$ cat config.mk
export PLATFORM = sky130hd
export DESIGN_NAME = cpu_alu_with_flags_unit
export DESIGN_NICKNAME = d
export VERILOG_FILES = /design/src/calu_pkg.sv /design/src/calu_core.sv /design/src/cpu_alu_with_flags_unit.sv
export SDC_FILE = /design/constraint.sdc
export NUM_CORES = 1
export LEC_CHECK = 0
export BUFFER_PORTS_ARGS = -buffer_cell sky130_fd_sc_hd__buf_2
export CAP_MARGIN = 25
export CORE_MARGIN = 3
export CORE_UTILIZATION = 25
export CTS_CLUSTER_SIZE = 20
export DETAILED_ROUTE_END_ITERATION = 8
export PLACE_DENSITY_LB_ADDON = 0.1
export RECOVER_POWER = 50
export SYNTH_ARGS = -nofsm -noshare
export SYNTH_HDL_FRONTEND = slang
export SYNTH_SLANG_ARGS = --single-unit
$ cat constraint.sdc
create_clock -name clock -period 3.95 [get_ports clock]
set_input_delay 0.5925 -clock clock [delete_from_list [all_inputs] [get_ports clock]]
set_output_delay 0.5925 -clock clock [all_outputs]
set_load 0.03 [all_outputs]
$ cat src/calu_pkg.sv
`timescale 1ns / 1ps
// ----------------------------------------------------------------------------
// calu_pkg
// Shared types and constants for the 8-bit ALU with flag register.
// ----------------------------------------------------------------------------
package calu_pkg;

   // Operation codes
   typedef enum logic [3:0] {
      OP_ADD   = 4'd0,
      OP_ADC   = 4'd1,
      OP_SUB   = 4'd2,
      OP_SBC   = 4'd3,
      OP_AND   = 4'd4,
      OP_XOR   = 4'd5,
      OP_OR    = 4'd6,
      OP_CP    = 4'd7,
      OP_INC   = 4'd8,
      OP_DEC   = 4'd9,
      OP_ADD16 = 4'd10
   } opcode_type;

   localparam int unsigned OPCODE_W = 4;
   localparam int unsigned WORD_W   = 16;
   localparam int unsigned BYTE_W   = 8;

   // Flag register layout: z in bit 3 down to c in bit 0
   typedef struct packed {
      logic z;
      logic n;
      logic h;
      logic c;
   } flags_type;

   localparam int unsigned FLAGS_W = $bits(flags_type);

   localparam logic [3:0]  NIBBLE_ALL_ONES = 4'hF;
   localparam logic [3:0]  NIBBLE_ZERO     = 4'h0;
   localparam logic [7:0]  BYTE_ZERO       = 8'h00;

   // Stream payload widths, padded to whole bytes
   localparam int unsigned REQ_DATA_W = 40;
   localparam int unsigned RSP_DATA_W = 24;

endpackage

$ cat src/calu_core.sv
`timescale 1ns / 1ps
// ----------------------------------------------------------------------------
// calu_core
// Combinational ALU datapath: result and next flags from opcode, operands
// and the current flag register.
// ----------------------------------------------------------------------------
module calu_core
   import calu_pkg::*;
(
   input  logic [OPCODE_W-1:0] opcode,
   input  logic [WORD_W-1:0]   operand_a,
   input  logic [WORD_W-1:0]   operand_b,
   input  flags_type           flags_cur,
   output logic [WORD_W-1:0]   result,
   output flags_type           flags_next
);

   logic [7:0]  a8;
   logic [7:0]  b8;
   logic        cin_add;
   logic        cin_sub;
   logic [8:0]  add_sum;
   logic [4:0]  add_nib;
   logic [8:0]  sub_diff;
   logic [4:0]  sub_nib;
   logic [7:0]  inc_val;
   logic [7:0]  dec_val;
   logic [16:0] w_sum;
   logic [12:0] w_low;
   logic [7:0]  and_val;
   logic [7:0]  xor_val;
   logic [7:0]  or_val;

   assign a8 = operand_a[7:0];
   assign b8 = operand_b[7:0];

   // Carry-in only for the with-carry forms
   assign cin_add = (opcode_type'(opcode) == OP_ADC) ? flags_cur.c : 1'b0;
   assign cin_sub = (opcode_type'(opcode) == OP_SBC) ? flags_cur.c : 1'b0;

   // Adders and subtractors; top bit is carry or borrow
   assign add_sum  = {1'b0, a8} + {1'b0, b8} + {8'd0, cin_add};
   assign add_nib  = {1'b0, a8[3:0]} + {1'b0, b8[3:0]} + {4'd0, cin_add};
   assign sub_diff = {1'b0, a8} - {1'b0, b8} - {8'd0, cin_sub};
   assign sub_nib  = {1'b0, a8[3:0]} - {1'b0, b8[3:0]} - {4'd0, cin_sub};
   assign inc_val  = a8 + 8'd1;
   assign dec_val  = a8 - 8'd1;
   assign w_sum    = {1'b0, operand_a} + {1'b0, operand_b};
   assign w_low    = {1'b0, operand_a[11:0]} + {1'b0, operand_b[11:0]};
   assign and_val  = a8 & b8;
   assign xor_val  = a8 ^ b8;
   assign or_val   = a8 | b8;

   // Result and flag select
   always_comb begin
      result     = '0;
      flags_next = flags_cur;
      unique case (opcode_type'(opcode))
         OP_ADD, OP_ADC: begin
            result     = {8'd0, add_sum[7:0]};
            flags_next = '{z: (add_sum[7:0] == BYTE_ZERO), n: 1'b0,
                           h: add_nib[4], c: add_sum[8]};
         end
         OP_SUB, OP_SBC, OP_CP: begin
            result     = (opcode_type'(opcode) == OP_CP) ? {8'd0, a8}
                                                         : {8'd0, sub_diff[7:0]};
            flags_next = '{z: (sub_diff[7:0] == BYTE_ZERO), n: 1'b1,
                           h: sub_nib[4], c: sub_diff[8]};
         end
         OP_AND: begin
            result     = {8'd0, and_val};
            flags_next = '{z: (and_val == BYTE_ZERO), n: 1'b0, h: 1'b1, c: 1'b0};
         end
         OP_XOR: begin
            result     = {8'd0, xor_val};
            flags_next = '{z: (xor_val == BYTE_ZERO), n: 1'b0, h: 1'b0, c: 1'b0};
         end
         OP_OR: begin
            result     = {8'd0, or_val};
            flags_next = '{z: (or_val == BYTE_ZERO), n: 1'b0, h: 1'b0, c: 1'b0};
         end
         OP_INC: begin
            result     = {8'd0, inc_val};
            flags_next = '{z: (inc_val == BYTE_ZERO), n: 1'b0,
                           h: (a8[3:0] == NIBBLE_ALL_ONES), c: flags_cur.c};
         end
         OP_DEC: begin
            result     = {8'd0, dec_val};
            flags_next = '{z: (dec_val == BYTE_ZERO), n: 1'b1,
                           h: (a8[3:0] == NIBBLE_ZERO), c: flags_cur.c};
         end
         OP_ADD16: begin
            result     = w_sum[15:0];
            flags_next = '{z: flags_cur.z, n: 1'b0, h: w_low[12], c: w_sum[16]};
         end
         default: begin
            // unused opcodes: zero result, flags held
            result     = '0;
            flags_next = flags_cur;
         end
      endcase
   end

endmodule

$ cat src/cpu_alu_with_flags_unit.sv
`timescale 1ns / 1ps
// ----------------------------------------------------------------------------
// cpu_alu_with_flags_unit
// 8-bit ALU with zero/subtract/half-carry/carry flag register on stream ports.
// ----------------------------------------------------------------------------
// Throughput: one transaction per cycle while rsp_tready is high; one input register,
// one ALU pass, one result register, flag register updated as each result is registered.
// rsp_tvalid is driven by the result register.
// Reset: synchronous, clears the valid bits of both stages and the flags.
// ----------------------------------------------------------------------------
module cpu_alu_with_flags_unit
   import calu_pkg::*;
(
   input  logic                  clock,
   input  logic                  reset,
   // request channel
   input  logic                  req_tvalid,
   output logic                  req_tready,
   input  logic [REQ_DATA_W-1:0] req_tdata,  // opcode[3:0], operand_a[19:4], operand_b[35:20]
   // result channel
   output logic                  rsp_tvalid,
   input  logic                  rsp_tready,
   output logic [RSP_DATA_W-1:0] rsp_tdata   // result[15:0], flags_out[19:16]
);

   logic                in_valid_ff, in_valid_in;
   logic [OPCODE_W-1:0] in_op_ff,    in_op_in;
   logic [WORD_W-1:0]   in_a_ff,     in_a_in;
   logic [WORD_W-1:0]   in_b_ff,     in_b_in;
   logic                out_valid_ff, out_valid_in;
   logic [WORD_W-1:0]   out_result_ff, out_result_in;
   flags_type           out_flags_ff,  out_flags_in;
   flags_type           flag_ff,       flag_in;

   logic                req_take;
   logic                out_load;
   logic [WORD_W-1:0]   alu_result;
   flags_type           alu_flags;

   // Stage handshakes
   assign out_load   = in_valid_ff && (!out_valid_ff || rsp_tready);
   assign req_tready = !in_valid_ff || out_load;
   assign req_take   = req_tvalid && req_tready;

   calu_core u_core (
      .opcode     (in_op_ff),
      .operand_a  (in_a_ff),
      .operand_b  (in_b_ff),
      .flags_cur  (flag_ff),
      .result     (alu_result),
      .flags_next (alu_flags)
   );

   // Next values
   always_comb begin
      in_valid_in   = in_valid_ff;
      in_op_in      = in_op_ff;
      in_a_in       = in_a_ff;
      in_b_in       = in_b_ff;
      out_valid_in  = out_valid_ff;
      out_result_in = out_result_ff;
      out_flags_in  = out_flags_ff;
      flag_in       = flag_ff;

      if (out_valid_ff && rsp_tready) begin
         out_valid_in = 1'b0;
      end
      if (out_load) begin
         out_valid_in  = 1'b1;
         out_result_in = alu_result;
         out_flags_in  = alu_flags;
         flag_in       = alu_flags;
         in_valid_in   = 1'b0;
      end
      if (req_take) begin
         in_valid_in = 1'b1;
         in_op_in    = req_tdata[3:0];
         in_a_in     = req_tdata[19:4];
         in_b_in     = req_tdata[35:20];
      end
   end

   // Control registers
   always_ff @(posedge clock) begin
      if (reset) begin
         in_valid_ff  <= 1'b0;
         out_valid_ff <= 1'b0;
         flag_ff      <= '0;
      end else begin
         in_valid_ff  <= in_valid_in;
         out_valid_ff <= out_valid_in;
         flag_ff      <= flag_in;
      end
   end

   // Payload registers
   always_ff @(posedge clock) begin
      in_op_ff      <= in_op_in;
      in_a_ff       <= in_a_in;
      in_b_ff       <= in_b_in;
      out_result_ff <= out_result_in;
      out_flags_ff  <= out_flags_in;
   end

   assign rsp_tvalid = out_valid_ff;
   assign rsp_tdata  = {4'd0, out_flags_ff, out_result_ff};

endmodule

==> metrics.csv <==
metric;value;unit
seq_area_frac_synth;0.363;
p_sw;0.724;mW
arrival;3640;ps
start_util;0.260;
setup_violations;0;
ioPinCount;70;
postCtsResizedCells;0;
cp_max_fo;4;
cts_buffer_depth;2;
synthTopCellsByArea;edfxtp_1 (34%), ha_1 (11%), nor2_1 (3.9%);
tns;0;ps
p_per_area;388;mW/mm^2
ys_warn_count;0;
gp_congestion;0.863;
slew_violations;37;
p_leak;2.23;nW
ys_types;76;
synth_top_area_cell;edfxtp_1;
via_per_inst;5.07;
holdBufCountCts;0;
slew_headroom;-0.702;
violations;capacitance limit, slew limit;
fillers;2031;
htreeDepth;3;
routedWlPerCell;18.8;um
final_cell_mix;edfxtp_1 (56), nor2_1 (51), ha_1 (43);
grt_antenna_before_repair;0;
clk_pin_slew_worst_paths;60;ps
layout_commonest_cell;edfxtp_1;
worstSetupStartpointType;flip-flop;
syn_inst;520;
maxCapViolCount;1;
max-vdd-ir-drop;0.000179;V
hold_viol;0;
avgSynthCellArea;9.54;sq um
pwr-share-seq;0.349;
gr-usage-all-layers;0.147;
grt_pass1_vias;4270;
drt_first_pass_iters;5;
synth_top_area_share;0.339;
ys_seq_elements;62;
postCtsSetupBuffers;0;
setup.worst_path.class;reg -> reg;
cp-startpoint;in_op_ff[2];
grt_pass1_wl;24700;um
nets;668;
wl;15800;um
antennaDiodeCount;0;
fmax;0.282;GHz
combinationalPowerShare;0.245;
intPower;1.53;mW
ant_nets;0;
async_flop_share;0;
vias;4268;
setup.worst_path.end_class;flip-flop;
dpl.hpwl;11800;um
p_clk_frac;0.405;
rsz0062_at_grt;false;
cts_tree;done;
clock_sinks;62;
swShare;0.321;
first_iter_violations;335;
die_x;147;um
drive_gt1_frac;0.150;
synth_ff_type;edfxtp_1;
worstSkewPairLatency;350;ps
period_minus_slack;3540;ps
hp-class;in -> reg;
fin_crit_sh;0.897;
drcViolationCount;0;
synth_edf_count;56;
port_buffers;61;
overflow;0;
netlist_area;0.00496;sq mm
grt_max_degree;37;
min_from;req_tdata[14];
status;finished with violations;
num_rows;50;
core;0.0191;sq mm
die_h;147;um
die_area;0.0216;sq mm
fin_skew;8.28;ps
numCtsBuffers;9;
clockRootBuffer;clkbuf_16;
p_total;2.25;mW
cp.required;4040;ps
r2r-start;in_op_ff[2];
syn_to_final_growth;17.2;%
worst_pin_slew;2550;ps
-- cells by family (layout without fill, tap and decap cells) --
family | after synthesis | count (layout) | share of synthesized area
simple gates | 159 | 159 | 0.164
compound gates | 153 | 153 | 0.212
buf+inv | 63 | 121 | 0.0578
flops | 62 | 62 | 0.363
fa+ha+maj | 48 | 48 | 0.129
xor+xnor | 23 | 23 | 0.0406
mux | 11 | 11 | 0.0325
other cells | 1 | 4 | 0.000756
-- area by class of cell --
cell class | count | area, sq um | share of cell area
well taps | 260 | 325 | 0.0560
clock buffers | 9 | 225 | 0.0388
inverters | 35 | 131 | 0.0226
repair buffers | 70 | 342 | 0.0588
clock inverters | 7 | 103 | 0.0177
flip-flops and latches | 62 | 1800 | 0.310
multi-input cells | 398 | 2880 | 0.496
-- worst max-delay path, stage by stage, from the launching register on --
cell and delay, ps:
edfxtp_1 410, nor2_1 160, nand4_1 150, fa_1 540, inv_1 50, ha_1 180
nor2_1 110, fa_1 320, nand2b_4 100, a2111oi_4 390, o41ai_2 120, xor2_1 220
nor2_1 100, a211oi_1 370, nor2_1 70
-- metrics by stage --
step,std cells,cell area (sq um),utilization,worst slack (ps),hold WS (ps)
after floorplan,523,4970,-,471,461
after global placement,825,5520,0.289,435,485
after detailed placement,825,5520,0.289,401,491
after CTS,841,5850,0.306,380,401
after global routing,841,5810,0.305,165,397
final,841,5810,0.305,406,411
-- power by group through the flow --
stage / clock (mW) / combinational, mW / sequential, mW
floorplan: 0 / 0.377 / 0.824
global placement: 0 / 0.553 / 0.800
detailed placement: 0 / 0.552 / 0.800
CTS: 0.940 / 0.555 / 0.787
global route: 0.966 / 0.611 / 0.792
finish: 0.913 / 0.553 / 0.787
-- sequential cells by signal, summed over array words and instances, names as in the netlist --
register,flops
out_result_ff,16
in_valid_ff,1
in_b_ff,16
rsp_tdata,4
in_op_ff,4
rsp_tvalid,1
flag_ff,4
in_a_ff,16
-- routing by layer --
layer	GRT usage	up-vias	routed length, um
met2	0.233	141	7200
met1	0.202	2049	7500
li1	-	2057	-
met3	0.0315	21	813
met4	0.0456	0	297
met5	0	-	0
-- path summary, 6_finish.rpt --
path	to	slack (ps)	cells past startpoint
max reg2reg	rsp_tdata[16]	410	14
min reg2reg	flag_ff[2]	500	2
max	rsp_tdata[16]	410	14
min	in_a_ff[10]	410	1
-- cell usage after synthesis, types with 6 or more instances --
| cell type | count |
|---|---|
| nand2_1 | 29 |
| o22ai_1 | 9 |
| nor2_1 | 51 |
| inv_1 | 34 |
| xnor2_1 | 14 |
| nand3_1 | 7 |
| nand4_1 | 10 |
| clkbuf_1 | 6 |
| edfxtp_1 | 56 |
| nor4_1 | 7 |
| nor2b_1 | 10 |
| ha_1 | 43 |
| nand2b_1 | 7 |
| mux2i_1 | 6 |
| a21oi_1 | 37 |
| a22oi_1 | 6 |
| dfxtp_1 | 6 |
| nor3_1 | 14 |
| o21ai_0 | 33 |
| xor2_1 | 9 |
| a211oi_1 | 7 |
| buf_2 | 13 |
| buf_4 | 9 |
Note: power is estimated with default switching activity, not from simulation.
